## config.mk

```make
export PLATFORM = sky130hd
export DESIGN_NAME = route_node_list_engine
export DESIGN_NICKNAME = d
export VERILOG_FILES = /design/src/rnl_pkg.sv /design/src/rnl_cell.sv /design/src/rnl_scan.sv /design/src/route_node_list_engine.sv
export SDC_FILE = /design/constraint.sdc
export NUM_CORES = 2
export LEC_CHECK = 0
export BUFFER_PORTS_ARGS = -buffer_cell sky130_fd_sc_hd__buf_4
export CAP_MARGIN = 40
export CORE_ASPECT_RATIO = 0.9
export CORE_MARGIN = 2
export CORE_UTILIZATION = 31
export DETAILED_ROUTE_END_ITERATION = 16
export PLACE_DENSITY = 0.47
export SYNTH_ARGS = -nofsm -noshare
export SYNTH_HDL_FRONTEND = slang
export SYNTH_SLANG_ARGS = --single-unit
export TNS_END_PERCENT = 10
```

## constraint.sdc

```tcl
create_clock -name clk -period 8.49 [get_ports clk]
set_input_delay 1.2735 -clock clk [delete_from_list [all_inputs] [get_ports clk]]
set_output_delay 1.2735 -clock clk [all_outputs]
set_load 0.05 [all_outputs]
```

## src/rnl_pkg.sv

```systemverilog
`default_nettype none

package rnl_pkg;

  localparam int ROUTE_CAPACITY = 32;

  localparam int OPCODE_W = 4;
  localparam int ID_W     = 15;
  localparam int POS_W    = 6;
  localparam int STATUS_W = 3;
  localparam int SLOT_W   = 16;
  localparam int FOUND_W  = 5;
  localparam int LEN_W    = 6;

  localparam int IN_DATA_W  = 32;
  localparam int OUT_DATA_W = 40;

  // cells per first-level group of the scan tree
  localparam int GRP = 8;

  localparam logic [SLOT_W-1:0] SLOT_EMPTY = {SLOT_W{1'b1}};

  typedef enum logic [OPCODE_W-1:0] {
    OP_CLEAR     = 4'd0,
    OP_APPEND    = 4'd1,
    OP_INS_DEPOT = 4'd2,
    OP_INS_AT    = 4'd3,
    OP_REM_AT    = 4'd4,
    OP_REM_FIRST = 4'd5,
    OP_REM_LAST  = 4'd6,
    OP_QUERY     = 4'd7,
    OP_READ      = 4'd8,
    OP_WRITE     = 4'd9
  } op_t;

  typedef enum logic [STATUS_W-1:0] {
    ST_DONE     = 3'd0,
    ST_FULL     = 3'd1,
    ST_BAD_POS  = 3'd2,
    ST_DUP      = 3'd3,
    ST_NOTFOUND = 3'd4
  } status_t;

  // per-cell update command
  typedef enum logic [2:0] {
    CK_HOLD   = 3'd0,
    CK_CLEAR  = 3'd1,
    CK_LOAD   = 3'd2,
    CK_INSERT = 3'd3,
    CK_REMOVE = 3'd4
  } cell_kind_t;

  typedef struct packed {
    logic hit;   // live entry equal to node id
    logic tail;  // last live entry equal to the depot
    logic pen;   // entry before last equal to node id
  } cell_flags_t;

  typedef struct packed {
    logic any;
    logic two;
    logic tail;
    logic pen;
  } scan_res_t;

endpackage

`default_nettype wire

```

## src/rnl_cell.sv

```systemverilog
`default_nettype none

module rnl_cell #(
  parameter int IDX   = 0,
  parameter int CNT_W = 6
) (
  input  wire logic                         clk,
  input  wire logic                         rst_n,
  input  wire rnl_pkg::cell_kind_t          kind_i,
  input  wire logic [CNT_W-1:0]             at_i,
  input  wire logic [CNT_W-1:0]             lim_i,
  input  wire logic [CNT_W-1:0]             count_i,
  input  wire logic [rnl_pkg::ID_W-1:0]     id_i,
  input  wire logic [rnl_pkg::POS_W-1:0]    pos_i,
  input  wire logic [rnl_pkg::SLOT_W-1:0]   depot_i,
  input  wire logic [rnl_pkg::SLOT_W-1:0]   below_i,
  input  wire logic [rnl_pkg::SLOT_W-1:0]   above_i,
  output logic      [rnl_pkg::SLOT_W-1:0]   slot_o,
  output rnl_pkg::cell_flags_t              flags_o,
  output logic      [rnl_pkg::SLOT_W-1:0]   rd_o
);

  localparam int XW = ((CNT_W > rnl_pkg::POS_W) ? CNT_W : rnl_pkg::POS_W) + 1;
  localparam logic [CNT_W-1:0] ME    = CNT_W'(IDX);
  localparam logic [XW-1:0]    ME_X  = XW'(IDX);
  localparam logic [XW-1:0]    ME_X1 = XW'(IDX + 1);
  localparam logic [XW-1:0]    ME_X2 = XW'(IDX + 2);

  logic [rnl_pkg::SLOT_W-1:0] slot_r;
  logic [rnl_pkg::SLOT_W-1:0] slot_nxt;
  logic [rnl_pkg::SLOT_W-1:0] id_ext;

  assign id_ext = {1'b0, id_i};

  always_comb begin
    slot_nxt = slot_r;
    case (kind_i)
      rnl_pkg::CK_CLEAR: slot_nxt = rnl_pkg::SLOT_EMPTY;
      rnl_pkg::CK_LOAD: begin
        if (ME == at_i) slot_nxt = id_ext;
      end
      rnl_pkg::CK_INSERT: begin
        if (ME == at_i) slot_nxt = id_ext;
        else if (ME > at_i && ME < lim_i) slot_nxt = below_i;
      end
      rnl_pkg::CK_REMOVE: begin
        if (ME >= at_i && ME < lim_i) slot_nxt = above_i;
      end
      default: slot_nxt = slot_r;
    endcase
  end

  always_ff @(posedge clk) begin
    if (!rst_n) begin
      slot_r <= rnl_pkg::SLOT_EMPTY;
    end else begin
      slot_r <= slot_nxt;
    end
  end

  assign slot_o       = slot_r;
  assign flags_o.hit  = (slot_r == id_ext) && (ME < count_i);
  assign flags_o.tail = (ME_X1 == XW'(count_i)) && (slot_r == depot_i);
  assign flags_o.pen  = (ME_X2 == XW'(count_i)) && (slot_r == id_ext);
  assign rd_o         = (XW'(pos_i) == ME_X) ? slot_r : '0;

endmodule

`default_nettype wire

```

## src/rnl_scan.sv

```systemverilog
`default_nettype none

module rnl_scan #(
  parameter int CAP = 32,
  parameter int FW  = 5
) (
  input  wire logic                        clk,
  input  wire rnl_pkg::cell_flags_t        flags_i [CAP],
  input  wire logic [rnl_pkg::SLOT_W-1:0]  rd_i [CAP],
  output rnl_pkg::scan_res_t               res_o,
  output logic      [FW-1:0]               first_o,
  output logic      [rnl_pkg::SLOT_W-1:0]  val_o
);

  localparam int GRP  = rnl_pkg::GRP;
  localparam int GW   = $clog2(GRP);
  localparam int NG   = (CAP + GRP - 1) / GRP;
  localparam int NPAD = NG * GRP;
  localparam int NG_W = FW - GW;

  rnl_pkg::cell_flags_t       fl_pad [NPAD];
  logic [rnl_pkg::SLOT_W-1:0] rd_pad [NPAD];

  for (genvar k = 0; k < NPAD; k++) begin : g_pad
    if (k < CAP) begin : g_live
      assign fl_pad[k] = flags_i[k];
      assign rd_pad[k] = rd_i[k];
    end else begin : g_zero
      assign fl_pad[k] = '0;
      assign rd_pad[k] = '0;
    end
  end

  // first level: one result per group of cells
  rnl_pkg::scan_res_t         grp_nxt   [NG];
  logic [GW-1:0]              gfirst_nxt [NG];
  logic [rnl_pkg::SLOT_W-1:0] gval_nxt  [NG];
  rnl_pkg::scan_res_t         grp_r     [NG];
  logic [GW-1:0]              gfirst_r  [NG];
  logic [rnl_pkg::SLOT_W-1:0] gval_r    [NG];

  always_comb begin
    for (int g = 0; g < NG; g++) begin
      grp_nxt[g]    = '0;
      gfirst_nxt[g] = '0;
      gval_nxt[g]   = '0;
      for (int j = 0; j < GRP; j++) begin
        grp_nxt[g].two  = grp_nxt[g].two | (grp_nxt[g].any & fl_pad[g*GRP+j].hit);
        grp_nxt[g].any  = grp_nxt[g].any | fl_pad[g*GRP+j].hit;
        grp_nxt[g].tail = grp_nxt[g].tail | fl_pad[g*GRP+j].tail;
        grp_nxt[g].pen  = grp_nxt[g].pen | fl_pad[g*GRP+j].pen;
        gval_nxt[g]     = gval_nxt[g] | rd_pad[g*GRP+j];
      end
      for (int j = GRP - 1; j >= 0; j--) begin
        if (fl_pad[g*GRP+j].hit) gfirst_nxt[g] = GW'(j);
      end
    end
  end

  always_ff @(posedge clk) begin
    for (int g = 0; g < NG; g++) begin
      grp_r[g]    <= grp_nxt[g];
      gfirst_r[g] <= gfirst_nxt[g];
      gval_r[g]   <= gval_nxt[g];
    end
  end

  // second level: across groups
  rnl_pkg::scan_res_t         res_nxt;
  logic [FW-1:0]              first_nxt;
  logic [rnl_pkg::SLOT_W-1:0] val_nxt;

  always_comb begin
    res_nxt   = '0;
    first_nxt = '0;
    val_nxt   = '0;
    for (int g = 0; g < NG; g++) begin
      res_nxt.two  = res_nxt.two | grp_r[g].two | (res_nxt.any & grp_r[g].any);
      res_nxt.any  = res_nxt.any | grp_r[g].any;
      res_nxt.tail = res_nxt.tail | grp_r[g].tail;
      res_nxt.pen  = res_nxt.pen | grp_r[g].pen;
      val_nxt      = val_nxt | gval_r[g];
    end
    for (int g = NG - 1; g >= 0; g--) begin
      if (grp_r[g].any) first_nxt = {NG_W'(g), gfirst_r[g]};
    end
  end

  always_ff @(posedge clk) begin
    res_o   <= res_nxt;
    first_o <= first_nxt;
    val_o   <= val_nxt;
  end

endmodule

`default_nettype wire

```

## src/route_node_list_engine.sv

```systemverilog
// Channel  Dir  Bits  Contents (lowest bit first)
// in_      in   32    opcode[3:0], node_id[18:4], position[24:19]
// out_     out  40    status[2:0], slot_value[18:3], found_position[23:19],
//                     route_length[29:24], contains[30], starts_with[31], ends_with[32]
//
// One transaction at a time: steps PRE_A, PRE_B, EXEC, POST_A, POST_B and FIN lead from input
// acceptance to a registered result, set by the two-level scan tree run before and after the cell update.
// The next input is taken while a result still waits on out_tready.
// Synchronous active-low reset empties the route: all slots -1, length 0.
// A stalled result holds the engine in its last step until taken.
`default_nettype none

module route_node_list_engine #(
  parameter int ROUTE_CAPACITY = rnl_pkg::ROUTE_CAPACITY
) (
  input  wire logic                            clk,
  input  wire logic                            rst_n,
  input  wire logic                            in_tvalid,
  output logic                                 in_tready,
  // opcode, node_id, position
  input  wire logic [rnl_pkg::IN_DATA_W-1:0]   in_tdata,
  output logic                                 out_tvalid,
  input  wire logic                            out_tready,
  // status, slot_value, found_position, route_length, contains, starts_with, ends_with
  output logic      [rnl_pkg::OUT_DATA_W-1:0]  out_tdata
);

  localparam int CAP   = ROUTE_CAPACITY;
  localparam int CNT_W = $clog2(CAP + 1);
  localparam int NG    = (CAP + rnl_pkg::GRP - 1) / rnl_pkg::GRP;
  localparam int NG_W  = (NG > 1) ? $clog2(NG) : 1;
  localparam int FW    = NG_W + $clog2(rnl_pkg::GRP);
  localparam int XW    = ((CNT_W > rnl_pkg::POS_W) ? CNT_W : rnl_pkg::POS_W) + 1;
  localparam logic [CNT_W-1:0] CNT_FULL = CNT_W'(CAP);
  localparam logic [XW-1:0]    CAP_X    = XW'(CAP);

  typedef enum logic [2:0] {
    S_IDLE,
    S_PRE_A,
    S_PRE_B,
    S_EXEC,
    S_POST_A,
    S_POST_B,
    S_FIN
  } state_t;

  state_t                          state_r, state_nxt;
  rnl_pkg::op_t                    op_r, op_nxt;
  logic [rnl_pkg::ID_W-1:0]        id_r, id_nxt;
  logic [rnl_pkg::POS_W-1:0]       pos_r, pos_nxt;
  logic [CNT_W-1:0]                count_r, count_nxt;
  rnl_pkg::status_t                status_r, status_nxt;
  logic [rnl_pkg::SLOT_W-1:0]      value_r, value_nxt;
  logic [rnl_pkg::FOUND_W-1:0]     found_r, found_nxt;
  logic                            out_valid_r, out_valid_nxt;
  logic [rnl_pkg::OUT_DATA_W-1:0]  out_data_r, out_data_nxt;

  rnl_pkg::cell_kind_t             kind_w;
  logic [CNT_W-1:0]                at_w;
  logic [CNT_W-1:0]                lim_w;

  logic [rnl_pkg::SLOT_W-1:0]      slot_w  [CAP];
  logic [rnl_pkg::SLOT_W-1:0]      below_w [CAP];
  logic [rnl_pkg::SLOT_W-1:0]      above_w [CAP];
  logic [rnl_pkg::SLOT_W-1:0]      rd_w    [CAP];
  rnl_pkg::cell_flags_t            flg_w   [CAP];

  rnl_pkg::scan_res_t              res_w;
  logic [FW-1:0]                   first_w;
  logic [rnl_pkg::SLOT_W-1:0]      val_w;

  logic                            starts_w;

  for (genvar i = 0; i < CAP; i++) begin : g_cell
    if (i == 0) begin : g_bot
      assign below_w[i] = rnl_pkg::SLOT_EMPTY;
    end else begin : g_mid_b
      assign below_w[i] = slot_w[i-1];
    end
    if (i == CAP - 1) begin : g_top
      assign above_w[i] = rnl_pkg::SLOT_EMPTY;
    end else begin : g_mid_a
      assign above_w[i] = slot_w[i+1];
    end

    rnl_cell #(
      .IDX   (i),
      .CNT_W (CNT_W)
    ) u_cell (
      .clk     (clk),
      .rst_n   (rst_n),
      .kind_i  (kind_w),
      .at_i    (at_w),
      .lim_i   (lim_w),
      .count_i (count_r),
      .id_i    (id_r),
      .pos_i   (pos_r),
      .depot_i (slot_w[0]),
      .below_i (below_w[i]),
      .above_i (above_w[i]),
      .slot_o  (slot_w[i]),
      .flags_o (flg_w[i]),
      .rd_o    (rd_w[i])
    );
  end

  rnl_scan #(
    .CAP (CAP),
    .FW  (FW)
  ) u_scan (
    .clk     (clk),
    .flags_i (flg_w),
    .rd_i    (rd_w),
    .res_o   (res_w),
    .first_o (first_w),
    .val_o   (val_w)
  );

  assign starts_w = (count_r >= CNT_W'(2)) && (slot_w[1] == {1'b0, id_r});

  always_comb begin
    state_nxt     = state_r;
    op_nxt        = op_r;
    id_nxt        = id_r;
    pos_nxt       = pos_r;
    count_nxt     = count_r;
    status_nxt    = status_r;
    value_nxt     = value_r;
    found_nxt     = found_r;
    out_valid_nxt = out_valid_r;
    out_data_nxt  = out_data_r;
    kind_w        = rnl_pkg::CK_HOLD;
    at_w          = '0;
    lim_w         = '0;

    if (out_valid_r && out_tready) out_valid_nxt = 1'b0;

    unique case (state_r)
      S_IDLE: begin
        if (in_tvalid) begin
          op_nxt    = rnl_pkg::op_t'(in_tdata[3:0]);
          id_nxt    = in_tdata[18:4];
          pos_nxt   = in_tdata[24:19];
          state_nxt = S_PRE_A;
        end
      end
      S_PRE_A: state_nxt = S_PRE_B;
      S_PRE_B: state_nxt = S_EXEC;
      S_EXEC: begin
        status_nxt = rnl_pkg::ST_DONE;
        value_nxt  = '0;
        found_nxt  = '0;
        state_nxt  = S_POST_A;
        unique case (op_r)
          rnl_pkg::OP_CLEAR: begin
            kind_w    = rnl_pkg::CK_CLEAR;
            count_nxt = '0;
          end
          rnl_pkg::OP_APPEND: begin
            if (res_w.two) begin
              status_nxt = rnl_pkg::ST_DUP;
            end else if (count_r == CNT_FULL) begin
              status_nxt = rnl_pkg::ST_FULL;
            end else begin
              // trailing depot: new id goes before it, depot shifts up
              kind_w    = rnl_pkg::CK_INSERT;
              at_w      = (count_r >= CNT_W'(3) && res_w.tail) ? count_r - 1'b1 : count_r;
              lim_w     = count_r + 1'b1;
              count_nxt = count_r + 1'b1;
            end
          end
          rnl_pkg::OP_INS_DEPOT: begin
            if (count_r == CNT_FULL) begin
              status_nxt = rnl_pkg::ST_FULL;
            end else begin
              kind_w    = rnl_pkg::CK_INSERT;
              at_w      = CNT_W'(1);
              lim_w     = count_r + 1'b1;
              count_nxt = count_r + 1'b1;
            end
          end
          rnl_pkg::OP_INS_AT: begin
            if (count_r == CNT_FULL) begin
              status_nxt = rnl_pkg::ST_FULL;
            end else if (XW'(pos_r) > XW'(count_r)) begin
              status_nxt = rnl_pkg::ST_BAD_POS;
            end else begin
              kind_w    = rnl_pkg::CK_INSERT;
              at_w      = CNT_W'(pos_r);
              lim_w     = count_r + 1'b1;
              count_nxt = count_r + 1'b1;
            end
          end
          rnl_pkg::OP_REM_AT: begin
            if (XW'(pos_r) >= XW'(count_r)) begin
              status_nxt = rnl_pkg::ST_BAD_POS;
            end else begin
              kind_w    = rnl_pkg::CK_REMOVE;
              at_w      = CNT_W'(pos_r);
              lim_w     = count_r;
              count_nxt = count_r - 1'b1;
            end
          end
          rnl_pkg::OP_REM_FIRST: begin
            if (count_r == '0) begin
              status_nxt = rnl_pkg::ST_BAD_POS;
            end else begin
              kind_w    = rnl_pkg::CK_REMOVE;
              at_w      = '0;
              lim_w     = count_r - 1'b1;
              count_nxt = count_r - 1'b1;
            end
          end
          rnl_pkg::OP_REM_LAST: begin
            if (count_r == '0) status_nxt = rnl_pkg::ST_BAD_POS;
            else count_nxt = count_r - 1'b1;
          end
          rnl_pkg::OP_QUERY: begin
            if (res_w.any) found_nxt = rnl_pkg::FOUND_W'(first_w);
            else status_nxt = rnl_pkg::ST_NOTFOUND;
          end
          rnl_pkg::OP_READ: begin
            if (XW'(pos_r) >= CAP_X) status_nxt = rnl_pkg::ST_BAD_POS;
            else value_nxt = val_w;
          end
          rnl_pkg::OP_WRITE: begin
            if (XW'(pos_r) >= CAP_X) begin
              status_nxt = rnl_pkg::ST_BAD_POS;
            end else begin
              kind_w = rnl_pkg::CK_LOAD;
              at_w   = CNT_W'(pos_r);
            end
          end
          default: status_nxt = rnl_pkg::ST_DONE;
        endcase
      end
      S_POST_A: state_nxt = S_POST_B;
      S_POST_B: state_nxt = S_FIN;
      S_FIN: begin
        if (!out_valid_r || out_tready) begin
          out_valid_nxt = 1'b1;
          out_data_nxt  = {7'b0, res_w.pen, starts_w, res_w.any,
                           rnl_pkg::LEN_W'(count_r), found_r, value_r, status_r};
          state_nxt     = S_IDLE;
        end
      end
      default: state_nxt = S_IDLE;
    endcase
  end

  always_ff @(posedge clk) begin
    if (!rst_n) begin
      state_r     <= S_IDLE;
      count_r     <= '0;
      out_valid_r <= 1'b0;
    end else begin
      state_r     <= state_nxt;
      count_r     <= count_nxt;
      out_valid_r <= out_valid_nxt;
    end
    op_r       <= op_nxt;
    id_r       <= id_nxt;
    pos_r      <= pos_nxt;
    status_r   <= status_nxt;
    value_r    <= value_nxt;
    found_r    <= found_nxt;
    out_data_r <= out_data_nxt;
  end

  assign in_tready  = (state_r == S_IDLE);
  assign out_tvalid = out_valid_r;
  assign out_tdata  = out_data_r;

endmodule

`default_nettype wire

```

==> metrics <==
outcome completed; post-synthesis cell type count 113; Core Rows approximately 140; number of pins exceeding their max-slew limit in the final report 0; number of DRC violations after detailed-routing iteration 0 ~8000; critical path launch point type flip-flop; antenna violations before repair 19; detail-routed via count per cell around 6.6; Setup Crit Path Kind reg -> reg; RSZ-0062 raised after global routing false; GRT Total Usage about a third; Total Routed Length just over 300 mm; vias post-DR ~54000; number of global-route vias before repair slightly above 50000; root buf cell clkbuf_16; crit end category flip-flop; worst reg-to-reg path cell count 12; height of the die 397 um; gate count of the mapped netlist 6364; tightest slew margin relative to the limit between 20 and 30%; CTS Buf Count slightly above 90; largest fanout of any net on the critical path 43; CP max-delay cell nand2b_1; fraction of post-synthesis cell area in the top cell type by area between 20% and 30%; first-pass GRT wire length 420 mm; leading cell types by total area after synthesis dfxtp_1, xor2_1, mux2i_1; worst stage delay on the critical path ~710 ps; most numerous cell types in the synthesized netlist xor2_1, dfxtp_1, clkbuf_1, a21oi_1, nor2_1; share of synthesized flip-flops with an asynchronous set or reset 0%; number of hold-slack violations in the final timing report 0; worst skew pair latency around 750 ps; cts repair resizes 0; ratio of total power to cell area about 140 nW/um2; hold path start u_scan.res_o[0]$_DFF_P_; Max Fclk approximately 180 MHz; first-pass iteration count of the detailed router 7; total overflow reported by the global router 0; Syn Std Cell Area around 53000 um2; dpl hpwl approximately 210 mm; number of enable-type register cells in the synthesized netlist just over 80; pin count of the biggest net entering global routing approximately 170; number of remaining DRC errors 0; Antenna Nets Post-Route 0; standby leakage power between 20 and 25 nW; buffer levels on the longest clock path 3; most used standard cell by instance count after synthesis xor2_1; number of warnings issued by yosys 0; final setup skew between 40 and 50 ps; area of the die approximately 180000 um2; width of the chip around 440 um; most instantiated flip-flop cell in the synthesis netlist dfxtp_1; accumulated negative setup slack 0 ps; depth of the CTS H-tree 3; Req. time, crit path between 9000 and 10000 ps; Buffers on Ports 63; cell-by-cell trace of the critical path buf_4 > nor2_1 > buf_4 > nand2_1 > nor3_1 > o21ai_1 > nand4_2 > nand2_1 > nand3_2 > a21oi_1 > nand2b_1 > o22a_1; Setup Fix Bufs, Post-CTS 0; Area growth syn-to-layout 10.4%; Period Utilization, post-route around two thirds; slack of the worst reg-to-reg path roughly 2800 ps; Wirelength per Cell roughly 37 um; fraction of final layout cells sized beyond drive strength 1 14.0%; CP Launch Point count_r[2]$_SDFFE_PN0P_; net total in the final layout 5968; actual slew at the worst max-slew pin 1080 ps; hold_ws approximately 410 ps; routability congestion estimate from global placement 1.04; sequential fraction of the synthesis area around 29%; CP Data Arrival Time around 6400 ps; number of buffers inserted by hold repair at cts 0; classification of the worst-slack hold path reg -> reg; TritonCTS clock tree yes; core box area between 150000 and 200000 um2; Finished Core Util 34.4%; syn avg cell area 8.36 um2; depth of the worst hold-timing path 0; Max-Cap Viols 0; post-synthesis register bit count slightly above 700; count of pins on the block boundary between 70 and 80; R2R Path Start count_r[2]$_SDFFE_PN0P_; fin crit period ~5700 ps; clk sinks 721; clock-pin slew on the worst setup and hold paths 60 ps; effective utilization at floorplan just over 30%; total setup violations reported at the end of the flow 0; maximum ir drop on the vdd rail 0.125 mV; area leader, netlist dfxtp_1
## state kept, by name (all words and copies together), names as in the netlist
register              count
id_r                     15
u_scan.gfirst_r          12
u_scan.grp_r             16
pos_r                     6
value_r                  16
out_tvalid                1
g_cell.u_cell.slot_o    512
state_r                   3
status_r                  3
op_r                      4
out_tdata                33
count_r                   6
u_scan.first_o            5
u_scan.val_o             16
found_r                   5
u_scan.gval_r            64
u_scan.res_o              4
## layout make-up
class	instances	area, um2
clock buffers	128	2660
multi-input cells	4740	34600
clock inverters	35	352
well taps	2263	2830
repair buffers	320	2820
fillers	17800	112000
inverters	48	188
flip-flops and latches	721	15300
diodes	10	25.0
## per-stage QoR
stage | total power, W | worst slack (ps) | area, um2 | std cells
after floorplan | 0.00403 | 4040 | 53200 | 6370
after global placement | 0.00439 | 2640 | 55100 | 8050
after detailed placement | 0.00440 | 3080 | 55700 | 8090
after CTS | 0.00843 | 3050 | 58700 | 8253
after global routing | 0.00860 | 2690 | 58700 | 8257
final | 0.00844 | 2780 | 58800 | 8265
## worst max-delay path, delay by kind of cell, from the launching register on
kind / cells / cell delay [ps]
buf+inv: 2 / 810
flops: 1 / 320
compound gates: 3 / 1440
simple gates: 7 / 3030
## cell families after synthesis
family | count (synthesis) | share of synthesized area [%]
xor+xnor | 980 | 16.1
compound gates | 1646 | 22.4
flops | 721 | 28.7
fa+ha+maj | 14 | 0.310
mux | 547 | 10.9
simple gates | 1546 | 14.7
buf+inv | 909 | 6.83
other cells | 1 | 0.00705
## power breakdown
group	switching, W	internal (W)
Combinational	0.000583	0.000193
Sequential	0.0000795	0.00351
Clock	0.00174	0.00233
Total	0.00240	0.00604
## routing by layer
layer  track usage (%)  wire length [um]
met4              18.0             19600
met1              45.7            126000
met2              46.5            121000
met5                 0                50
met3              10.7             38500
## final timing paths
kind | to
setup / recovery | g_cell[15].u_cell.slot_o[1]$_SDFFE_PN1P_
hold / removal | out_tdata[32]$_DFFE_PP_
setup reg to reg | g_cell[15].u_cell.slot_o[1]$_SDFFE_PN1P_
hold reg to reg | out_tdata[32]$_DFFE_PP_
## placed cells by master, fill, tap and decap left out, types with 14 or more instances in the layout
master / synthesis / final
xor2_1: 684 / 684
dfxtp_1: 639 / 622
a21oi_1: 375 / 369
nor2_1: 372 / 366
mux2i_1: 321 / 321
nand2_1: 319 / 309
xnor2_1: 296 / 296
buf_4: 22 / 275
a22oi_1: 263 / 263
a221oi_1: 245 / 245
mux2_2: 197 / 197
nor4_1: 199 / 194
nor3_1: 190 / 187
nand4_1: 181 / 181
o21ai_0: 175 / 175
nand3_1: 97 / 97
clkbuf_16: 0 / 93
a31oi_1: 94 / 92
edfxtp_1: 82 / 82
o211ai_1: 75 / 75
o31a_1: 61 / 61
o22a_1: 47 / 47
inv_1: 46 / 46
and2_1: 31 / 30
o2111a_1: 26 / 26
nand2b_1: 25 / 25
or4_1: 25 / 25
a2111oi_0: 21 / 21
mux2_1: 21 / 21
clkbuf_8: 0 / 20
buf_12: 0 / 18
nor3b_1: 17 / 17
dfxtp_2: 0 / 17
a22o_1: 16 / 16
a2bb2oi_1: 16 / 16
o211a_1: 16 / 16
o21ai_1: 19 / 15
clkbuf_1: 592 / 15
or2_2: 14 / 14
buf_8: 0 / 14
(Power assumes the default switching activity.)
